File: config.mk
export PLATFORM = sky130hd
export DESIGN_NAME = line_edit_gap_buffer_top
export DESIGN_NICKNAME = d
export VERILOG_FILES = /design/src/sv/lgb_pkg.sv /design/src/sv/line_edit_gap_buffer_top.sv /design/src/sv/lgb_ram.sv /design/src/sv/lgb_ctrl.sv
export SDC_FILE = /design/constraint.sdc
export NUM_CORES = 1
export LEC_CHECK = 0
export BUFFER_PORTS_ARGS = -buffer_cell sky130_fd_sc_hd__clkbuf_2
export CAP_MARGIN = 20
export CORE_ASPECT_RATIO = 0.6
export CORE_MARGIN = 5
export CORE_UTILIZATION = 24
export CTS_BUF_LIST = sky130_fd_sc_hd__clkbuf_8
export CTS_CLUSTER_DIAMETER = 30
export DETAILED_ROUTE_END_ITERATION = 10
export SLEW_MARGIN = 30
export SYNTH_ARGS = -nofsm -noshare
export SYNTH_HDL_FRONTEND = slang
export SYNTH_SLANG_ARGS = --single-unit
File: constraint.sdc
create_clock -name clk -period 4.5 [get_ports clk]
set_clock_uncertainty 0.15 [all_clocks]
set_input_delay 0.45 -clock clk [delete_from_list [all_inputs] [get_ports clk]]
set_output_delay 0.45 -clock clk [all_outputs]
set_load 0.02 [all_outputs]
File: src/sv/lgb_pkg.sv
`timescale 1ns / 1ps
`default_nettype none

package lgb_pkg;

  // Line capacity in characters.
  localparam int LINE_MAX = 64;

  localparam int IDX_W = (LINE_MAX > 1) ? $clog2(LINE_MAX) : 1;
  localparam int CNT_W = $clog2(LINE_MAX + 1);
  localparam int CH_W  = 8;

  // Keystroke codes.
  localparam logic [CH_W-1:0] KEY_DEL   = 8'h2D;
  localparam logic [CH_W-1:0] KEY_LEFT  = 8'h3C;
  localparam logic [CH_W-1:0] KEY_RIGHT = 8'h3E;

  // Input command codes.
  localparam logic CMD_EDIT = 1'b0;
  localparam logic CMD_DUMP = 1'b1;

  // One port pair of a stack memory.
  typedef struct packed {
    logic             we;
    logic [IDX_W-1:0] waddr;
    logic [CH_W-1:0]  wdata;
    logic             re;
    logic [IDX_W-1:0] raddr;
  } ram_req_t;

endpackage

`default_nettype wire

File: src/sv/line_edit_gap_buffer_top.sv
`timescale 1ns / 1ps
`default_nettype none

// Channel   Direction  Handshake          Payload
// in_       input      in_valid/in_stall  in_cmd (1), in_key (8)
// out_      output     out_valid/out_stall out_ch (8), out_last (1), out_empty_res (1)
//
// Insert and delete keystrokes complete in their accept state; cursor moves read one
// stack memory, then write the other through its single write port.
// A readout moves each character through a registered memory read, then a load of
// the output register, and waits while the output is stalled; an empty readout
// only loads the output register.
// Reset (rst_n low, synchronous) empties both stacks; memory contents are not cleared.
// The output register frees the editor from the result side: a keystroke is taken
// while the final readout transaction still waits on out_stall.

module line_edit_gap_buffer_top (
  input  wire                       clk,
  input  wire                       rst_n,
  input  wire                       in_valid,
  output logic                      in_stall,
  input  wire                       in_cmd,
  input  wire  [lgb_pkg::CH_W-1:0]  in_key,
  output logic                      out_valid,
  input  wire                       out_stall,
  output logic [lgb_pkg::CH_W-1:0]  out_ch,
  output logic                      out_last,
  output logic                      out_empty_res
);
  import lgb_pkg::*;

  // Memory port requests from the sequencer, one per stack.
  ram_req_t        left_req;
  ram_req_t        right_req;
  logic [CH_W-1:0] left_rd;
  logic [CH_W-1:0] right_rd;

  // Characters before the cursor, bottom at address 0.
  lgb_ram u_left (
    .clk     (clk),
    .req     (left_req),
    .rd_data (left_rd)
  );

  // Characters after the cursor, top of stack nearest the cursor.
  lgb_ram u_right (
    .clk     (clk),
    .req     (right_req),
    .rd_data (right_rd)
  );

  // Sequencer: edit decode, cursor moves and the readout walk.
  lgb_ctrl u_ctrl (
    .clk           (clk),
    .rst_n         (rst_n),
    .in_valid      (in_valid),
    .in_stall      (in_stall),
    .in_cmd        (in_cmd),
    .in_key        (in_key),
    .out_valid     (out_valid),
    .out_stall     (out_stall),
    .out_ch        (out_ch),
    .out_last      (out_last),
    .out_empty_res (out_empty_res),
    .left_req      (left_req),
    .right_req     (right_req),
    .left_rd       (left_rd),
    .right_rd      (right_rd)
  );

endmodule

`default_nettype wire

File: src/sv/lgb_ram.sv
`timescale 1ns / 1ps
`default_nettype none

module lgb_ram (
  input  wire                      clk,
  input  lgb_pkg::ram_req_t        req,
  output logic [lgb_pkg::CH_W-1:0] rd_data
);
  import lgb_pkg::*;

  logic [CH_W-1:0] mem_r [LINE_MAX];
  logic [CH_W-1:0] rd_data_r;

  always_ff @(posedge clk) begin
    if (req.we) begin
      mem_r[req.waddr] <= req.wdata;
    end
    if (req.re) begin
      rd_data_r <= mem_r[req.raddr];
    end
  end

  assign rd_data = rd_data_r;

endmodule

`default_nettype wire

File: src/sv/lgb_ctrl.sv
`timescale 1ns / 1ps
`default_nettype none

module lgb_ctrl (
  input  wire                       clk,
  input  wire                       rst_n,
  input  wire                       in_valid,
  output logic                      in_stall,
  input  wire                       in_cmd,
  input  wire  [lgb_pkg::CH_W-1:0]  in_key,
  output logic                      out_valid,
  input  wire                       out_stall,
  output logic [lgb_pkg::CH_W-1:0]  out_ch,
  output logic                      out_last,
  output logic                      out_empty_res,
  output lgb_pkg::ram_req_t         left_req,
  output lgb_pkg::ram_req_t         right_req,
  input  wire  [lgb_pkg::CH_W-1:0]  left_rd,
  input  wire  [lgb_pkg::CH_W-1:0]  right_rd
);
  import lgb_pkg::*;

  localparam logic [1:0] ST_IDLE = 2'd0;
  localparam logic [1:0] ST_MOVE = 2'd1;
  localparam logic [1:0] ST_DRD  = 2'd2;
  localparam logic [1:0] ST_DOUT = 2'd3;

  logic [1:0]       state_r, state_nxt;
  logic [CNT_W-1:0] lc_r, lc_nxt;
  logic [CNT_W-1:0] rc_r, rc_nxt;
  logic [CNT_W-1:0] n_r, n_nxt;
  logic             dir_r, dir_nxt;
  logic             src_r, src_nxt;
  logic             empty_r, empty_nxt;
  logic             ov_r, ov_nxt;
  logic [CH_W-1:0]  och_r, och_nxt;
  logic             olast_r, olast_nxt;
  logic             oempty_r, oempty_nxt;

  logic [CNT_W-1:0] total;
  logic [CNT_W-1:0] n_inc;
  logic [CNT_W-1:0] r_pos;
  logic             out_free;
  logic             is_last;

  assign total    = lc_r + rc_r;
  assign n_inc    = n_r + CNT_W'(1);
  assign r_pos    = total - n_inc;
  assign out_free = !ov_r || !out_stall;
  assign is_last  = empty_r || (n_inc == total);

  always_comb begin
    state_nxt  = state_r;
    lc_nxt     = lc_r;
    rc_nxt     = rc_r;
    n_nxt      = n_r;
    dir_nxt    = dir_r;
    src_nxt    = src_r;
    empty_nxt  = empty_r;
    ov_nxt     = ov_r && out_stall;
    och_nxt    = och_r;
    olast_nxt  = olast_r;
    oempty_nxt = oempty_r;
    left_req   = '0;
    right_req  = '0;
    in_stall   = (state_r != ST_IDLE);

    case (state_r)
      ST_IDLE: begin
        if (in_valid) begin
          if (in_cmd == CMD_DUMP) begin
            n_nxt     = '0;
            empty_nxt = (total == '0);
            state_nxt = (total == '0) ? ST_DOUT : ST_DRD;
          end else begin
            case (in_key)
              KEY_DEL: begin
                if (lc_r != '0) begin
                  lc_nxt = lc_r - CNT_W'(1);
                end
              end
              KEY_LEFT: begin
                if (lc_r != '0) begin
                  left_req.re    = 1'b1;
                  left_req.raddr = IDX_W'(lc_r - CNT_W'(1));
                  lc_nxt         = lc_r - CNT_W'(1);
                  dir_nxt        = 1'b0;
                  state_nxt      = ST_MOVE;
                end
              end
              KEY_RIGHT: begin
                if (rc_r != '0) begin
                  right_req.re    = 1'b1;
                  right_req.raddr = IDX_W'(rc_r - CNT_W'(1));
                  rc_nxt          = rc_r - CNT_W'(1);
                  dir_nxt         = 1'b1;
                  state_nxt       = ST_MOVE;
                end
              end
              default: begin
                if (total < CNT_W'(LINE_MAX)) begin
                  left_req.we    = 1'b1;
                  left_req.waddr = lc_r[IDX_W-1:0];
                  left_req.wdata = in_key;
                  lc_nxt         = lc_r + CNT_W'(1);
                end
              end
            endcase
          end
        end
      end
      ST_MOVE: begin
        if (dir_r) begin
          left_req.we    = 1'b1;
          left_req.waddr = lc_r[IDX_W-1:0];
          left_req.wdata = right_rd;
          lc_nxt         = lc_r + CNT_W'(1);
        end else begin
          right_req.we    = 1'b1;
          right_req.waddr = rc_r[IDX_W-1:0];
          right_req.wdata = left_rd;
          rc_nxt          = rc_r + CNT_W'(1);
        end
        state_nxt = ST_IDLE;
      end
      ST_DRD: begin
        if (n_r < lc_r) begin
          left_req.re    = 1'b1;
          left_req.raddr = n_r[IDX_W-1:0];
          src_nxt        = 1'b0;
        end else begin
          right_req.re    = 1'b1;
          right_req.raddr = r_pos[IDX_W-1:0];
          src_nxt         = 1'b1;
        end
        state_nxt = ST_DOUT;
      end
      ST_DOUT: begin
        if (out_free) begin
          ov_nxt     = 1'b1;
          och_nxt    = empty_r ? '0 : (src_r ? right_rd : left_rd);
          olast_nxt  = is_last;
          oempty_nxt = empty_r;
          if (is_last) begin
            lc_nxt    = '0;
            rc_nxt    = '0;
            state_nxt = ST_IDLE;
          end else begin
            n_nxt     = n_inc;
            state_nxt = ST_DRD;
          end
        end
      end
      default: begin
        state_nxt = ST_IDLE;
      end
    endcase
  end

  always_ff @(posedge clk) begin
    if (!rst_n) begin
      state_r <= ST_IDLE;
      lc_r    <= '0;
      rc_r    <= '0;
      ov_r    <= 1'b0;
    end else begin
      state_r <= state_nxt;
      lc_r    <= lc_nxt;
      rc_r    <= rc_nxt;
      ov_r    <= ov_nxt;
    end
  end

  always_ff @(posedge clk) begin
    n_r      <= n_nxt;
    dir_r    <= dir_nxt;
    src_r    <= src_nxt;
    empty_r  <= empty_nxt;
    och_r    <= och_nxt;
    olast_r  <= olast_nxt;
    oempty_r <= oempty_nxt;
  end

  assign out_valid     = ov_r;
  assign out_ch        = och_r;
  assign out_last      = olast_r;
  assign out_empty_res = oempty_r;

endmodule

`default_nettype wire
==> metrics.md, run 1 <==
| Metric | Value |
|---|---|
| Post-synth EDFFs | roughly 1100 |
| Period minus WS final | 4.350 ns |
| Filler cell count | 18995 |
| Pre-CTS setup slack | roughly 0.17 ns |
| DP HPWL | about 93000 um |
| CP startpoint kind | flip-flop |
| Most used cell, CP | inv_1 |
| CTS tree | yes |
| Arr. time, crit path | 4.82 ns |
| Worst Hold Class | in -> reg |
| Synth-to-layout area growth | 17.35% |
| Fin Setup TNS | 0 ns |
| Clk buf depth | 3 |
| Leak pwr | approximately 18 nW |
| Nets@finish | between 3000 and 4000 |
| Tcrit/Tclk final | between 90% and 100% |
| H-tree depth | 4 |
| Port bufs | 24 |
| Global route overflow | 0 |
| Post-Syn Area | between 0.04 and 0.05 mm2 |
| Initial Util | approximately 24% |
| Critical path peak fanout | 16 |
| IO Count | 25 |
| Flops & latches, synth | about 1100 |
| Crit path buf inv count | 3 |
| Syn Area/Cell | 13.29 um2 |
| Core area | ~0.19 mm2 |
| DR WL/cell | 21.85 um |
| Layout Utilization | approximately 28% |
| Clock root buffer | clkbuf_8 |
| Post-synth ARST share | 0% |
| Final worst setup slack | between 0.15 and 0.2 ns |
| Vias in the first global route | between 20000 and 30000 |
| Max-slew violations | 0 |
| Yosys top cell area share | between 70% and 80% |
| Register area share after synthesis | 71.26% |
| # rows | 123 |
| Critical Path, Cell by Cell | inv_1, ha_1, nand2_1, o21ai_0, a21oi_2, inv_1, buf_4, a32o_1, nand2b_4, a211oi_1, nor4_1, a22oi_1, and3_1 |
| Vias | 30425 |
| Overall Global Routing Usage | roughly an eighth |
| Critical path data required time | 4.97 ns |
| Synthesis Warnings | 0 |
| Die area | ~0.20 mm2 |
| Vias per inst | 4.846 |
| CP endpoint kind | flip-flop |
| Die X-Extent | between 500 and 600 um |
| Setup bufs post-CTS | 0 |
| Final WL | ~140000 um |
| Die height | between 300 and 400 um |
| GPL Wtd Cong | around 0.95 |
| Outcome | finished clean |
| Final setup fails | 0 |
| TritonCTS Sinks | between 1000 and 1500 |
| Drt first pass iters | 5 |
| Predominant post-synthesis flop cell | edfxtp_1 |
| Gate Count Post-Synth | ~3400 |
| Initial antenna violation count | 17 |
| Worst skew pair latency | about 0.86 ns |
| Top delay family on crit path | compound AO/OA/AOI/OAI gates |
| Worst path max stage delay | just under 0.5 ns |
| Syn nets | 3435 |
| RSZ-0062 raised after global routing | no |
| Ratio of cells with drive above 1 in the final layout | 15.33% |
| DRT iter0 DRCs | approximately 4600 |
| Total CTS buffers | 168 |
| Worst setup path category | reg -> reg |
| Power density over cell area | slightly above 400 mW/mm2 |
| Antenna-violating nets left | 0 |
| First-pass GRT wire length | 196800 um |
| Fmax | ~0.23 GHz |
| Worst Max-Slew Pin Slew | 1.040 ns |
| Cell taking the most area after synthesis | edfxtp_1 |
| Power Total | ~22 mW |
| Peak supply drop | roughly 0.00028 V |
| Synth area leaders | edfxtp_1, nand2_1, mux2i_1 |
| Clock-pin slew on the worst setup and hold paths | ~0.070 ns |
| Fin. Hold Viols | 0 |
| Largest net degree at the start of global routing | about 70 |
| MaxCap Viol Count | 0 |
| # DRC | 0 |
| Yosys cell types | 91 |
| Crit-path slowest cell | o21ai_0 |
| Slew headroom | about 30% |
Yosys cell counts (all sizes together), types with 3 or more instances:
| cell | number |
|---|---|
| a31oi | 64 |
| or3b | 4 |
| a21oi | 206 |
| and4 | 8 |
| nor3 | 17 |
| nand2 | 677 |
| nand4 | 17 |
| a311oi | 38 |
| buf | 145 |
| nand4b | 5 |
| and2 | 16 |
| and3 | 70 |
| a2bb2oi | 3 |
| a22oi | 50 |
| clkbuf | 68 |
| edfxtp | 1060 |
| ha | 24 |
| or4 | 6 |
| nand2b | 15 |
| a21o | 8 |
| nor2 | 186 |
| a32oi | 13 |
| nand3b | 10 |
| o22ai | 30 |
| xnor2 | 14 |
| a211oi | 108 |
| a22o | 11 |
| o211a | 3 |
| nor2b | 18 |
| mux2i | 113 |
| or3 | 11 |
| xor2 | 10 |
| nor4 | 6 |
| a221oi | 17 |
| o221ai | 9 |
| o21ai | 27 |
| nor4b | 3 |
| dfxtp | 17 |
| o311ai | 3 |
| nand3 | 215 |
| a211o | 9 |
| inv | 33 |
area by class of cell:
| cell class | count | area [um2] | share of cell area [%] |
|---|---|---|---|
| Tap cell | 2500 | 3128 | 5.904 |
| Multi-Input combinational cell | 2073 | 11910 | 22.47 |
| Antenna cell | 3 | 7.507 | 0.01417 |
| Clock inverter | 129 | 832.0 | 1.571 |
| Inverter | 33 | 123.9 | 0.2338 |
| Timing Repair Buffer | 292 | 2442 | 4.610 |
| Sequential cell | 1077 | 32170 | 60.73 |
| Clock buffer | 172 | 2367 | 4.468 |
worst register-to-register path, cell delays in order (launching register included):
cell,delay [ns]
dfxtp_1,0.48
inv_1,0.08
ha_1,0.29
nand2_1,0.09
o21ai_0,0.49
a21oi_2,0.10
inv_1,0.41
buf_4,0.27
a32o_1,0.39
nand2b_4,0.36
a211oi_1,0.11
nor4_1,0.48
a22oi_1,0.22
and3_1,0.20
power breakdown:
group / total [mW] / switching (mW) / internal (mW)
sequential: 11.3 / 0.0733 / 11.2
clock: 8.08 / 3.99 / 4.09
combinational: 2.29 / 1.61 / 0.680
stage by stage:
| stage | hold WS [ns] | instances | area (um2) |
|---|---|---|---|
| CTS | 0.03483 | 6276 | 52950 |
| floorplan | 0.2744 | 3396 | 45140 |
| detailed placement | 0.4091 | 5971 | 49710 |
| finish | 0.1244 | 6279 | 52980 |
| global placement | 0.3959 | 5971 | 49710 |
| global route | 0.1092 | 6278 | 52970 |
flip-flops by register name (all words and copies together), names as in the netlist, 7 cells and up:
name,flops
u_ctrl.rc_r,7
u_right.rd_data,8
u_ctrl.n_r,7
u_right.mem_r,512
u_left.rd_data,8
u_ctrl.out_ch,8
u_left.mem_r,512
u_ctrl.lc_r,7
placed cells by master (no fill, tap or decap), drive strengths merged, types with 9 or more instances in the layout:
| cell type | Yosys | routed |
|---|---|---|
| nor3 | 17 | 17 |
| a21oi | 206 | 206 |
| a32oi | 13 | 13 |
| dfxtp | 17 | 17 |
| a22oi | 50 | 50 |
| nand3b | 10 | 10 |
| a211o | 9 | 9 |
| nor2b | 18 | 18 |
| nand2b | 15 | 15 |
| mux2i | 113 | 113 |
| nand2 | 677 | 677 |
| o22ai | 30 | 30 |
| ha | 24 | 24 |
| a22o | 11 | 11 |
| a211oi | 108 | 108 |
| edfxtp | 1060 | 1060 |
| and3 | 70 | 70 |
| xor2 | 10 | 10 |
| clkinvlp | 0 | 12 |
| and2 | 16 | 16 |
| clkbuf | 68 | 196 |
| clkinv | 0 | 57 |
| o21ai | 27 | 27 |
| o221ai | 9 | 9 |
| a311oi | 38 | 38 |
| bufinv | 0 | 9 |
| buf | 145 | 264 |
| or3 | 11 | 11 |
| nor2 | 186 | 186 |
| nand4 | 17 | 17 |
| inv | 33 | 84 |
| a221oi | 17 | 17 |
| xnor2 | 14 | 14 |
| nand3 | 215 | 215 |
| a31oi | 64 | 64 |
metal layers:
layer  vias up  track usage (%)  part of all wire, %
li1      13340                -                    -
met1     15158            21.47                   47
met2      1745            15.74                   36
met3       182            5.276                   15
met4         0            3.592                  1.9
met5         -                0                    0
kinds of logic (layout without fill, tap and decap cells):
family,Yosys count,in the layout,share of synthesized area [%]
fa+ha+maj,26,26,0.7539
mux,113,113,2.506
compound gates,618,618,9.424
buf+inv,246,626,2.627
other cells,0,3,0
simple gates,1291,1291,12.91
xor+xnor,25,25,0.5155
flops,1077,1077,71.26
path summary, 6_finish.rpt:
path	cells past startpoint	startpoint	slack, ns	to
setup reg to reg	13	u_ctrl.lc_r[6]	0.15	u_right.rd_data[1]
hold / removal	3	in_key[1]	0.12	u_ctrl.dir_r
hold reg to reg	2	u_ctrl.out_valid	0.42	u_ctrl.out_valid
setup / recovery	13	u_ctrl.lc_r[6]	0.15	u_right.rd_data[1]
repair_timing:
item / in CTS / in global routing
endpoints found under the setup margin: 0 / 2
endpoints found under the hold margin: 16 / 0
hold buffers: 4 / 0
resized for setup: 0 / 4
(Power assumes the default switching activity.)
==> run 2, diff against run 1 <==
ABC_AREA = 1   (was default)
CORE_ASPECT_RATIO = default   (was 0.6)
==> run 2 against run 1 <==
Against the previous run: worst setup slack gained 0.25 ns; critical path type unchanged; die area grew 7.6%; synthesized area grew 8.0%; core utilization grew 0.35 points; combinational power grew to 4.3 times the previous value; largest power group unchanged; the flow now finishes with violations (design-rule violations).
==> metrics.md, run 2 <==
| Metric | Value |
|---|---|
| Outcome | complete, but fails checks |
| Violated checks | design-rule violations |
| Design area | between 0.05 and 0.06 mm2 |
| Setup crit end | u_right.rd_data[6] |
| Gate Count Post-Synth | about 4600 |
| RR Endpoint | u_right.rd_data[6] |
| CP startpoint kind | flip-flop |
| Worst r2r src | u_ctrl.lc_r[3] |
| Yosys top cell area share | about two thirds |
| Vias | 34805 |
| Syn Area/Cell | between 10 and 15 um2 |
| Post-Syn Area | between 0.04 and 0.05 mm2 |
| Synth top cells by count | nand3_1, nand2_1, edfxtp_1 |
| Period minus WS final | 4.096 ns |
| Post-synth ARST share | 0% |
| Clock-pin slew on the worst setup and hold paths | about 0.06 ns |
| Layout Utilization | between 20% and 30% |
| Clock root buffer | clkbuf_8 |
| # rows | between 150 and 200 |
| Register area share after synthesis | roughly two thirds |
| Drt first pass iters | 11 |
| Hold depth | 3 |
| GPL Wtd Cong | around 0.89 |
| Cell taking the most area after synthesis | edfxtp_1 |
| R2R depth | 17 |
| Setup bufs post-CTS | 0 |
| Fmax | about 0.24 GHz |
| Critical path peak fanout | 70 |
| H-tree depth | 4 |
| Synth-to-layout area growth | 18.75% |
| Worst setup path category | reg -> reg |
| DP HPWL | 82990 um |
| Die height | 460.7 um |
| Biggest regs | u_left.mem_r: 512 flops, u_right.mem_r: 512 flops |
| Final setup fails | 0 |
| Ratio of cells with drive above 1 in the final layout | roughly 12% |
| Synthesis Warnings | 0 |
| Total CTS buffers | between 200 and 250 |
| Tcrit/Tclk final | about nine tenths |
| RSZ-0062 raised after global routing | no |
| Initial antenna violation count | 6 |
| Clk buf depth | 3 |
| CP endpoint kind | flip-flop |
| Initial Util | 24.12% |
| Synth area leaders | edfxtp_1, nand3_1, nand2_1 |
| Slew headroom | 33.93% |
| Worst Hold Class | in -> reg |
| Most frequent cells in the layout | nand3_1, nand2_1, edfxtp_1 |
| Predominant post-synthesis flop cell | edfxtp_1 |
| Die X-Extent | approximately 460 um |
| Worst skew pair latency | ~0.95 ns |
| TritonCTS Sinks | about 1100 |
| Flops & latches, synth | between 1000 and 1500 |
| Critical path data required time | 5.05 ns |
| Hold_ws | ~0.067 ns |
| CTS tree | yes |
| Reg2reg setup slack | around 0.40 ns |
| Leak pwr | about 22 nW |
| Vias in the first global route | between 30000 and 40000 |
| Arr. time, crit path | 4.65 ns |
| Vias per inst | 4.562 |
| Multi-input gate area | approximately 0.014 mm2 |
| Flip-flop and latch area | about 0.032 mm2 |
| Most frequent cell after synthesis | nand3_1 |
| Final WL | roughly 140000 um |
| Worst Max-Slew Pin Slew | approximately 0.99 ns |
| HP Start | in_valid |
| First-pass GRT wire length | approximately 210000 um |
| Overall Global Routing Usage | between 10% and 20% |
| Max-slew violations | 0 |
| Largest net degree at the start of global routing | 178 |
| Power Total | 33.96 mW |
| Crit path from | u_ctrl.lc_r[3] |
| Die area | about 0.21 mm2 |
| Yosys cell types | 45 |
| Power density over cell area | 586.7 mW/mm2 |
| Syn nets | ~4700 |
| Area post-placement | about 0.052 mm2 |
| Peak supply drop | ~0.00037 V |
| Nets@finish | approximately 4800 |
| Global route overflow | 0 |
| Post-synth EDFFs | 1060 |
| Antenna-violating nets left | 0 |
| Filler cell count | a little over 20000 |
| Fin. Hold Viols | 0 |
| Port bufs | 24 |
| DRT iter0 DRCs | 3935 |
| # DRC | 1 |
| Commonest non-fill, non-tap cell in the layout | nand3_1 |
| DR WL/cell | roughly 18 um |
| MaxCap Viol Count | 0 |
| Core area | 0.2021 mm2 |
| IO Count | 25 |
-- run 2: per-stage QoR --
step	setup WS (ns)	std cells	setup TNS, ns
floorplan	-0.4463	4614	-85.70
global placement	0.4887	7174	0
detailed placement	0.4105	7178	0
CTS	0.4269	7625	0
global route	0.1039	7629	0
finish	0.4037	7629	0
-- run 2: critical path, stage by stage (launching register included) --
cell and delay, ns:
dfxtp_1 0.58, inv_1 0.23, ha_1 0.33, nand2_1 0.05, nor2_1 0.12, nand2_2 0.11, nand2_2 0.14, nand3_4 0.36
nand2_8 0.55, buf_12 0.28, buf_12 0.21, nand2_1 0.07, nand3_1 0.08, nand3_1 0.08, nand3_1 0.12, nand3_1 0.17
nand3_1 0.14, nand2_1 0.07
-- run 2: cell type report --
cell class / instances / area share, %
timing repair buffer: 181 / 2.927
tap: 2672 / 5.776
inverter: 461 / 2.994
antenna: 3 / 0.01297
sequential: 1077 / 55.58
clock buffer: 231 / 5.493
clock inverter: 208 / 3.621
multi-input combinational: 2796 / 23.59
-- run 2: metal layers --
metal | global-route usage [%] | wire length (um)
met1 | 16.87 | 58480
met2 | 20.25 | 64600
met3 | 2.811 | 11090
met4 | 5.933 | 6360
met5 | 0 | 0
-- run 2: repair_timing --
item	in CTS	in global routing
hold buffers	8	0
gates resized for setup	0	0
hold endpoints to repair	34	0
-- run 2: worst min path at each step --
stage	end	slack, ns
2_1_floorplan	u_ctrl.out_empty_res	0.28
3_3_place_gp	u_ctrl.out_empty_res	0.32
3_5_place_dp	u_ctrl.out_empty_res	0.31
4_1_cts	u_ctrl.empty_r	0.006
5_1_grt	u_ctrl.empty_r	0.03
6_report	u_ctrl.empty_r	0.07
-- run 2: power breakdown --
group          switching [mW]  internal, mW
logic                    7.26          2.68
registers               0.299          11.9
clock network            4.76          7.05
total                    12.3          21.6
-- run 2: kinds of logic after synthesis --
family | count (synthesis) | synth area share, %
buffers and inverters | 741 | 6.387
flip-flops | 1077 | 66.00
AO/OA/AOI/OAI | 68 | 0.8703
adder cells (fa/ha/maj) | 26 | 0.6982
AND/OR/NAND/NOR | 2677 | 25.59
XOR/XNOR | 25 | 0.4492
